## config.mk

```make
export PLATFORM = sky130hd
export DESIGN_NAME = sorted_key_value_table_core
export DESIGN_NICKNAME = d
export VERILOG_FILES = /design/src/rtl/core/skvt_pkg.sv /design/src/rtl/core/skvt_cmd_fifo.sv /design/src/rtl/core/skvt_engine.sv /design/src/rtl/core/sorted_key_value_table_core.sv
export SDC_FILE = /design/constraint.sdc
export NUM_CORES = 2
export LEC_CHECK = 0
export BUFFER_PORTS_ARGS = -buffer_cell sky130_fd_sc_hd__buf_4
export CAP_MARGIN = 40
export CORE_ASPECT_RATIO = 2
export CORE_MARGIN = 1
export CORE_UTILIZATION = 49
export DETAILED_ROUTE_END_ITERATION = 12
export GPL_TIMING_DRIVEN = 0
export MAX_ROUTING_LAYER = met4
export PLACE_DENSITY = 0.7
export SLEW_MARGIN = 20
export SYNTH_ARGS = -nofsm -noshare
export SYNTH_HDL_FRONTEND = slang
export SYNTH_SLANG_ARGS = --single-unit
```

## constraint.sdc

```tcl
create_clock -name clk -period 12.31 [get_ports clk]
set_input_delay 1.231 -clock clk [delete_from_list [all_inputs] [get_ports clk]]
set_output_delay 1.231 -clock clk [all_outputs]
set_load 0.02 [all_outputs]
```

## src/rtl/core/skvt_pkg.sv

```systemverilog
`default_nettype none
package skvt_pkg;
  localparam int DefCapacity = 32;
  localparam int KeyW = 32;
  localparam int ValW = 32;

  typedef enum logic [1:0] {
    FN_INSERT = 2'd0,
    FN_LOOKUP = 2'd1,
    FN_REMOVE = 2'd2,
    FN_DUMP   = 2'd3
  } func_t;

  typedef enum logic [1:0] {
    ST_OK   = 2'd0,
    ST_DUP  = 2'd1,
    ST_MISS = 2'd2,
    ST_FULL = 2'd3
  } status_t;

  typedef struct packed {
    func_t            func;
    logic [KeyW-1:0]  key;
    logic [ValW-1:0]  value;
  } cmd_t;

  // signed order compare on raw patterns
  function automatic logic key_gt(input logic [KeyW-1:0] a, input logic [KeyW-1:0] b);
    key_gt = $signed(a) > $signed(b);
  endfunction
endpackage
`default_nettype wire

```

## src/rtl/core/skvt_cmd_fifo.sv

```systemverilog
`default_nettype none
module skvt_cmd_fifo
  import skvt_pkg::*;
(
  input  wire logic clk,
  input  wire logic rst,
  input  wire logic in_valid,
  output logic      in_stall,
  input  wire cmd_t in_cmd,
  output logic      out_valid,
  input  wire logic out_take,
  output cmd_t      out_cmd
);
  // two-entry queue between front and back
  cmd_t       slots [2];
  logic       wr_ptr, rd_ptr;
  logic [1:0] fill;
  logic       push, pop;

  assign in_stall  = (fill == 2'd2);
  assign out_valid = (fill != 2'd0);
  assign out_cmd   = slots[rd_ptr];
  assign push = in_valid && !in_stall;
  assign pop  = out_valid && out_take;

  always_ff @(posedge clk) begin
    if (push) begin
      slots[wr_ptr] <= in_cmd;
    end
    if (rst) begin
      wr_ptr <= 1'b0;
      rd_ptr <= 1'b0;
      fill   <= 2'd0;
    end else begin
      if (push) wr_ptr <= ~wr_ptr;
      if (pop) rd_ptr <= ~rd_ptr;
      fill <= fill + {1'b0, push} - {1'b0, pop};
    end
  end
endmodule
`default_nettype wire

```

## src/rtl/core/skvt_engine.sv

```systemverilog
`default_nettype none
module skvt_engine
  import skvt_pkg::*;
#(
  parameter int CAPACITY = DefCapacity
)
(
  input  wire logic             clk,
  input  wire logic             rst,
  input  wire logic             cmd_valid,
  output logic                  cmd_take,
  input  wire cmd_t             cmd,
  output logic                  out_valid,
  input  wire logic             out_stall,
  output logic [1:0]            status,
  output logic                  found,
  output logic signed [31:0]    data_out,
  output logic                  last
);
  localparam int IW = $clog2(CAPACITY);
  localparam int CW = $clog2(CAPACITY + 1);

  typedef enum logic [2:0] {
    S_IDLE, S_SCAN, S_INS, S_DEL, S_DUMP, S_OUT
  } state_t;

  state_t          state;
  cmd_t            cur;
  logic [CW-1:0]   count;
  logic [CW-1:0]   idx;
  logic [CW-1:0]   pos;
  logic [KeyW-1:0] keys [CAPACITY];
  logic [ValW-1:0] vals [CAPACITY];
  logic [KeyW-1:0] rd_key;
  logic [ValW-1:0] rd_val;
  logic            out_free;
  logic            emit_word;
  logic            scan_stop;
  logic            scan_hit;
  logic [CW-1:0]   ins_src;

  // read data of the memories, registered
  logic [IW-1:0] rd_addr;
  logic          wr_en;
  logic [IW-1:0] wr_addr;
  logic [KeyW-1:0] wr_key;
  logic [ValW-1:0] wr_val;

  assign out_free  = !out_valid || !out_stall;
  assign emit_word = ((state == S_DUMP) || (state == S_OUT)) && out_free;
  // next word only once the previous result has left
  assign cmd_take  = (state == S_IDLE) && cmd_valid && !out_valid;
  assign ins_src   = idx - CW'(1);
  assign scan_stop = (idx == count) || (rd_key == cur.key) || key_gt(rd_key, cur.key);
  assign scan_hit  = (idx != count) && (rd_key == cur.key);

  // read address for next cycle's data
  always_comb begin
    rd_addr = idx[IW-1:0];
    case (state)
      S_IDLE:  rd_addr = '0;
      // an insert shift starts from the top entry
      S_SCAN:  rd_addr = (scan_stop && cur.func == FN_INSERT) ?
                         count[IW-1:0] - IW'(1) : idx[IW-1:0] + IW'(1);
      S_INS:   rd_addr = ins_src[IW-1:0] - IW'(1);
      S_DEL:   rd_addr = idx[IW-1:0] + IW'(2);
      S_DUMP:  rd_addr = out_free ? idx[IW-1:0] + IW'(1) : idx[IW-1:0];
      default: rd_addr = idx[IW-1:0];
    endcase
  end

  always_ff @(posedge clk) begin
    rd_key <= keys[rd_addr];
    rd_val <= vals[rd_addr];
    if (wr_en) begin
      keys[wr_addr] <= wr_key;
      vals[wr_addr] <= wr_val;
    end
  end

  always_comb begin
    wr_en   = 1'b0;
    wr_addr = idx[IW-1:0];
    wr_key  = rd_key;
    wr_val  = rd_val;
    case (state)
      S_INS: begin
        wr_en = 1'b1;
        if (idx == pos) begin
          wr_key = cur.key;
          wr_val = cur.value;
        end
      end
      S_DEL:   wr_en = (idx + CW'(1) < count);
      default: wr_en = 1'b0;
    endcase
  end

  // S_INS: idx walks from count down to insert point; rd holds entry idx-1.
  // Insert point written last with the new pair; pos holds the insert point.

  always_ff @(posedge clk) begin
    if (rst) begin
      state     <= S_IDLE;
      count     <= '0;
      idx       <= '0;
      pos       <= '0;
      out_valid <= 1'b0;
    end else begin
      if (out_valid && !out_stall && !emit_word) out_valid <= 1'b0;
      case (state)
        S_IDLE: begin
          if (cmd_take) begin
            cur <= cmd;
            idx <= '0;
            if (cmd.func == FN_DUMP) begin
              if (count == '0) begin
                status <= ST_MISS; found <= 1'b0; data_out <= '0; last <= 1'b1;
                state <= S_OUT;
              end else begin
                state <= S_DUMP;
              end
            end else begin
              state <= S_SCAN;
            end
          end
        end
        S_SCAN: begin
          // rd_key holds entry idx
          if (scan_stop) begin
            last <= 1'b1;
            case (cur.func)
              FN_INSERT: begin
                found    <= 1'b0;
                data_out <= '0;
                if (scan_hit) begin
                  status <= ST_DUP; state <= S_OUT;
                end else if (count == CW'(CAPACITY)) begin
                  status <= ST_FULL; state <= S_OUT;
                end else begin
                  status <= ST_OK;
                  pos    <= idx;
                  idx    <= count;
                  state  <= S_INS;
                end
              end
              FN_LOOKUP: begin
                if (scan_hit) begin
                  status <= ST_OK; found <= 1'b1; data_out <= rd_val;
                end else begin
                  status <= ST_MISS; found <= 1'b0; data_out <= '0;
                end
                state <= S_OUT;
              end
              default: begin
                data_out <= '0;
                if (scan_hit) begin
                  status <= ST_OK; found <= 1'b1;
                  state <= S_DEL;
                end else begin
                  status <= ST_MISS; found <= 1'b0;
                  state <= S_OUT;
                end
              end
            endcase
          end else begin
            idx <= idx + CW'(1);
          end
        end
        S_INS: begin
          if (idx == pos) begin
            count <= count + CW'(1);
            state <= S_OUT;
          end else begin
            idx <= idx - CW'(1);
          end
        end
        S_DEL: begin
          if (idx + CW'(1) >= count) begin
            count <= count - CW'(1);
            state <= S_OUT;
          end else begin
            idx <= idx + CW'(1);
          end
        end
        S_DUMP: begin
          if (out_free) begin
            out_valid <= 1'b1;
            status    <= ST_OK;
            found     <= 1'b0;
            data_out  <= rd_val;
            last      <= (idx + CW'(1) == count);
            if (idx + CW'(1) == count) state <= S_IDLE;
            idx <= idx + CW'(1);
          end
        end
        S_OUT: begin
          if (out_free) begin
            out_valid <= 1'b1;
            state     <= S_IDLE;
          end
        end
        default: state <= S_IDLE;
      endcase
    end
  end
endmodule
`default_nettype wire

```

## src/rtl/core/sorted_key_value_table_core.sv

```systemverilog
// Sorted key/value table core.
// Input channel (valid/stall): func, key, value. One input word is an insert,
// lookup, remove or dump. Output channel (valid/stall): status, found,
// data_out, last. Each other input gives one output word; a dump gives one word
// per stored entry (ascending signed key order) with last on the final one,
// or a single not-found word when the table is empty.
// A two-word queue sits in front, so the sender can hand in the next words
// while the engine works. The engine scans the ordered table one entry per
// cycle from a key/value memory with one read and one write port, then
// shifts entries one per cycle on insert or remove. A dump gives its words
// one per cycle while the receiver does not stall. The engine takes the
// next word in the cycle after the last result word is accepted, so it
// works on one word at a time through its serial scan and shift loop.
// Reset empties the table (count zero); memory contents need no clearing.
// When the receiver stalls, the result word holds and the engine waits;
// the queue keeps taking input until it is full.
`default_nettype none
module sorted_key_value_table_core
  import skvt_pkg::*;
#(
  parameter int CAPACITY = DefCapacity
)
(
  input  wire logic               clk,
  input  wire logic               rst,
  input  wire logic               in_valid,
  output logic                    in_stall,
  input  wire logic [1:0]         func,
  input  wire logic signed [31:0] key,
  input  wire logic signed [31:0] value,
  output logic                    out_valid,
  input  wire logic               out_stall,
  output logic [1:0]              status,
  output logic                    found,
  output logic signed [31:0]      data_out,
  output logic                    last
);
  cmd_t in_cmd, q_cmd;
  logic q_valid, q_take;

  assign in_cmd = '{func: func_t'(func), key: key, value: value};

  skvt_cmd_fifo u_fifo (
    .clk, .rst, .in_valid, .in_stall, .in_cmd,
    .out_valid(q_valid), .out_take(q_take), .out_cmd(q_cmd)
  );

  skvt_engine #(.CAPACITY(CAPACITY)) u_engine (
    .clk, .rst,
    .cmd_valid(q_valid), .cmd_take(q_take), .cmd(q_cmd),
    .out_valid, .out_stall, .status, .found, .data_out, .last
  );
endmodule
`default_nettype wire

```

; After elaboration in Yosys (flattened, before gate mapping)
; Memories as Yosys holds them, arrays and structs flattened. A register that Yosys moved wholly into a read port is not among the register bits.
; Cells that the tools add are included.
[op_classes]
n_bitwise = 5
reduce_logical = 31
add_sub_neg = 10
n_eq_ne = 28
n_lt_le_gt_ge = 3
muxes = 75
[op_table]
columns = cell, count
row1 = $mux 32, 11
row2 = $pmux 32 s3, 1
row3 = $mux 6, 10
row4 = $mux 3, 11
row5 = $eq 32x32->1, 1
row6 = $gt 32x32->1, 1
row7 = $pmux 6 s5, 1
row8 = $pmux 5 s5, 1
row9 = $mux 1, 22
row10 = $eq 6x6->1, 3
row11 = $mux 2, 9
row12 = $pmux 3 s6, 1
row13 = $reduce_and 7->1, 2
row14 = $add 6x1->6 const B, 2
row15 = $ne 2x2->1 const B, 6
row16 = $pmux 6 s2, 1
row17 = $sub 6x1->6 const B, 2
row18 = $mux 5, 2
row19 = $ne 2x1->1 const B, 5
row20 = $sub 5x1->5 const B, 2
row21 = $logic_and 1x1->1, 9
row22 = $ne 3x3->1 const B, 3
row23 = $reduce_and 8->1, 1
row24 = $eq 3x2->1 const B, 2
row25 = other kinds (28), 43
[word_totals]
mem_count = 3
ff_bits = 128
mem_bits_rw = 2180
inputBits = 70
[mem_list]
columns = name, depth, word_bits, read_ports, rd_clocked_by_memory_dff, wr, line_no
row1 = u_engine.keys, 32, 32, 1, 1, 1, skvt_engine.sv:32  ; logic [KeyW-1:0] keys [CAPACITY];
row2 = u_engine.vals, 32, 32, 1, 1, 1, skvt_engine.sv:33  ; logic [ValW-1:0] vals [CAPACITY];
row3 = u_fifo.slots, 2, 66, 1, 1, 1, skvt_cmd_fifo.sv:15  ; cmd_t slots [2];

; Depth between registers and ports, before layout
[logic_depth]
ltp_word = 8
mapped_depth = 17
mapped_depth_nobuf = 14

; Cells and area by module
; A second synthesis with hierarchy kept.
[unflattened]
cells_unflattened = 6407
area_unflattened_um2 = 93394.6
[modules_own_cells]
columns = mod, cells_each, n_inst, area_per_inst_um2
row1 = skvt_engine, 6176, 1, 88389.8
row2 = skvt_cmd_fifo, 231, 1, 5004.8

; Worst setup path after synthesis
; OpenSTA, ideal clock, no wires.
[synth_timing]
kind = register to register
start = register u_engine.idx[0]
end = memory u_engine.keys[15][0] (enable)
slack_ps = 6092
stages_incl_launch_ff = 14
synth_period_minus_slack_ps = 6218
path_buffers = 1
t_arrival_ps = 5731
setup_time_ps = 487
cell_sequence = dfxtp_1 -> buf_2 -> inv_1 -> ha_1 -> ha_1 -> nor2b_1 -> o21a_1 -> o21a_1 -> o21a_1 -> o21a_1 -> or2_2 -> a21boi_0 -> nand2_1 -> nor2_1
[synth_between]
elab_chain_len = 5
[synth_rtl]
columns = element, line_no
row1 = "start, declared", skvt_engine.sv:30  ; logic [CW-1:0] idx;
row2 = "start signal, assigned", skvt_engine.sv:143  ; idx <= count;
row3 = "start signal, assigned", skvt_engine.sv:167  ; idx <= idx + CW'(1);
row4 = "start signal, assigned", skvt_engine.sv:175  ; idx <= idx - CW'(1);
row5 = $add 6x1->6, skvt_engine.sv:94  ; S_DEL: wr_en = (idx + CW'(1) < count);
row6 = $lt 6x6->1, skvt_engine.sv:94
row7 = $pmux 1 s2, skvt_engine.sv:86  ; case (state)
row8 = $mux 1, skvt_engine.sv:75  ; if (wr_en) begin
row9 = $mux 1 (implied by the code), skvt_engine.sv:76  ; keys[wr_addr] <= wr_key;
row10 = "end, declared", skvt_engine.sv:32
; Parallel ways exist; a longest one is shown, timed or not.

; Worst setup path in the final report
[layout_timing]
start = register u_engine.cur[47] in the netlist's numbering
end = register u_engine.rd_val[30] (read register of u_engine.vals)
[layout_between]
elab_chain_len = 6
elab_cells_between_ends = 7
cone_classes = order compare: 1 / eq/ne: 1 / mux: 2 / reduce/logical: 3
[layout_rtl]
columns = element, line_no
row1 = "start, declared", skvt_engine.sv:28  ; cmd_t cur;
row2 = "start signal, assigned", skvt_engine.sv:114  ; cur <= cmd;
row3 = "parallel branches: the longest is 2 deep, another holds $gt 32x32->1", n/a
row4 = $logic_or 1x1->1 *, skvt_engine.sv:54  ; assign scan_stop = (idx == count) || (rd_key == cur.key) || key_gt(rd_key, cur.key);
row5 = $logic_and 1x1->1 *, skvt_engine.sv:63  ; S_SCAN: rd_addr = (scan_stop && cur.func == FN_INSERT) ?
row6 = $mux 5 *, skvt_engine.sv:63
row7 = $pmux 5 s5 *, skvt_engine.sv:60  ; case (state)
row8 = "end, declared", skvt_engine.sv:35  ; logic [ValW-1:0] rd_val;
; Mark *: on every way between the ends.
; A chain may end at the register's enable or synchronous reset.

==> flow_summary.yaml <==
global_route:
  overflow: 0
  grt_pass1_wl_um: 460000
  grt_pass1_vias: 62100
  grt_usage: 0.353
  grt_max_degree: 35
  antenna_found_initial: 36
setup_path:
  path_buf_inv: 6
  critPathTopFamily: "compound AO/OA/AOI/OAI gates"
  cp-end-kind: "register"
  setup.worst_path.class: "reg -> reg"
  cpPeakStageDelay_ps: 800
  startpoint_type: "register"
  crit_slowest_cell: "o21ai_0"
  critical_path_required_ps: 13050
  cp_common_cell: "buf_2"
  path_cells: "inv_1 -> ha_1 -> nand4_1 -> nor3_1 -> a21boi_0 -> o41a_1 -> o21ai_2 -> o211ai_1 -> a21o_1 -> buf_4 -> buf_2 -> buf_2 -> buf_2 -> a311oi_1 -> o21ai_0 -> o311ai_1 -> buf_2"
  critPathMaxFanout: 12
  critPathArrivalTime_ps: 8360
power:
  ir_drop_mv: 0.154
  leakagePower_nw: 36.8
  power_density_nw_per_um2: 252
cts:
  postCtsSetupBuffers: 0
  root_buffer: "clkbuf_16"
  ctsLongestPathBuffers: 4
  hold_buffers: 0
  clk_latency_ps: 900
  cts_resized: 0
  cts_tree: "done"
  clk_transition_reported_paths_ps: 70
  cts.htree.levels: 4
  cts.sinks: 2373
  cts_buffers: 203
synth:
  yosysUniqueCellTypes: 76
  synth-edff-count: 2282
  async_reset_ff_frac: 0
  synth_nets: 6577
  synth_common_cells: "edfxtp_1, nand2_1, and3_1, a31oi_1"
  synth_seq_cells: 2373
  synth_ff_type: "edfxtp_1"
  yosysMostFrequentCell: "edfxtp_1"
  syn_avg_cell_area_um2: 14.5
  synthCells: 6451
  syn_area_um2: 93500
  synth_top_cell_by_area: "edfxtp_1"
  synth_area_leaders: "edfxtp_1, nand2_1, and3_1"
  ys_warn_count: 0
  synth_top_area_frac: 0.733
  seq_area_frac_synth: 0.753
detailed_routing:
  drc: 0
  via_per_inst: 6.52
  ant_nets: 0
  totalWireLength_um: 333000
  drtIter0Drc: 9096
  dr.pass1.iters: 12
  detailroute.via_count: 63100
  wl_per_cell_um: 34.4
sta:
  worst_slew_pin_slew_ps: 986
  final.setup.tns_ps: 0
  fin_worst_skew_ps: 79.5
  min_period_over_period: 0.619
  finalHoldViolCount: 0
  setup_viol: 0
  period_needed_ps: 7620
  max-slew-margin-rel: 0.336
  rsz0062_at_grt: "false"
  worst_hold_slack_ps: 520
  max_freq_mhz: 131
  final-max-slew-violation-count: 0
placed_design:
  hpwl_um: 237000
  dpl_cell_area_um2: 102000
  gp_congestion: 0.982
  dp.cells: 9269
  portBuffers: 107
final_layout:
  area_delta_synth_final_pct: 16.3
  fin_nets: 7112
  utilization: 0.574
  final_cells: 9688
  drive_gt1_frac: 0.135
  design_area_um2: 109000
floorplanning:
  core_region_area_um2: 189000
  die_area_um2: 193000
  die_w_um: 311
  num_rows: 226
  io_pins: 108
  initial_core_util: 0.493
  die-height_um: 620
job:
  max-cap-violations: 0
outcome:
  status: "finished clean"
worst_hold_path:
  holdCritPathClass: "in -> reg"
cell families (layout without fill, tap and decap cells):
family | after synthesis | after routing | synth area share
buf+inv | 505 | 1199 | 0.0228
compound gates | 1120 | 1120 | 0.0847
xor+xnor | 38 | 38 | 0.00356
flops | 2373 | 2373 | 0.753
simple gates | 2105 | 2105 | 0.0991
other cells | 0 | 35 | 0
mux | 254 | 254 | 0.0296
fa+ha+maj | 56 | 56 | 0.00758
metal layers:
metal  track usage  vias up  part of all wire
met5             -        -                 0
met4         0.336        0              0.12
met3        0.0841     1740              0.10
met2         0.573     4643              0.49
met1         0.346    30900              0.30
li1              -    25800                 -
where the power goes:
group	total (mW)	leakage (nW)	switching (mW)	internal [mW]
sequential	10.5	21.4	0.179	10.4
combinational	10.7	12.4	7.93	2.72
clock	6.20	2.99	2.91	3.29
worst register-to-register path: cells and delay by family, from the launching register on:
| kind | cells | cell delay (ps) |
|---|---|---|
| buf+inv | 6 | 2320 |
| flops | 1 | 320 |
| compound gates | 8 | 3470 |
| simple gates | 2 | 1040 |
| fa+ha+maj | 1 | 330 |
final cells by class:
cell class              instances  area (um^2)
flip-flops and latches       2373        70300
repair buffers                330         5200
inverters                      60          225
clock buffers                 267         5500
plain buffers                 445         1930
well taps                    2508         3140
fillers                     14500        80800
diodes                         35         87.6
clock inverters                97          671
multi-input cells            3573        21600
sequential cells by signal, indices dropped and copies added (netlist names), named ones only:
name / count
u_engine.count: 6
u_engine.cur: 66
u_engine.data_out: 32
u_engine.found: 1
u_engine.idx: 6
u_engine.keys: 1024
u_engine.last: 1
u_engine.out_valid: 1
u_engine.pos: 6
u_engine.rd_key: 32
u_engine.rd_val: 32
u_engine.state: 3
u_engine.status: 2
u_engine.vals: 1024
u_fifo.fill: 2
u_fifo.rd_ptr: 1
u_fifo.slots: 132
u_fifo.wr_ptr: 1
through the flow:
stage          setup slack [ps]  power [mW]
5_1_grt                    4910        27.9
3_5_place_dp               4980        20.7
3_3_place_gp                730        20.1
4_1_cts                    4930        26.8
6_report                   4690        27.4
2_1_floorplan              6090        15.7
cell usage in the layout (no fill, tap or decap), types with 36 or more instances in the layout:
cell type	count
a32oi_1	55
and3_1	302
and2_1	36
buf_12	89
buf_6	42
edfxtp_1	2282
mux2_2	101
a211oi_1	253
clkbuf_1	293
buf_16	70
o21ai_0	78
mux2i_1	145
inv_1	58
ha_1	55
a31oi_1	284
a21oi_1	98
clkinv_1	39
nand3_1	248
nor2_4	37
buf_4	131
buf_2	130
a311oi_1	77
clkbuf_16	207
nand2_1	1348
nor2_1	58
a221oi_1	106
buf_1	48
o211ai_1	56
dfxtp_1	91
worst paths after layout:
path,start,endpoint,slack (ps),cells after the start
max,u_engine.cur[47],u_engine.rd_val[30],4690,17
min,key[28],u_fifo.slots[0][60],520,1
max reg2reg,u_engine.cur[47],u_engine.rd_val[30],4690,17
min reg2reg,u_engine.pos[1],u_engine.pos[1],520,2
(Power assumes the default switching activity.)
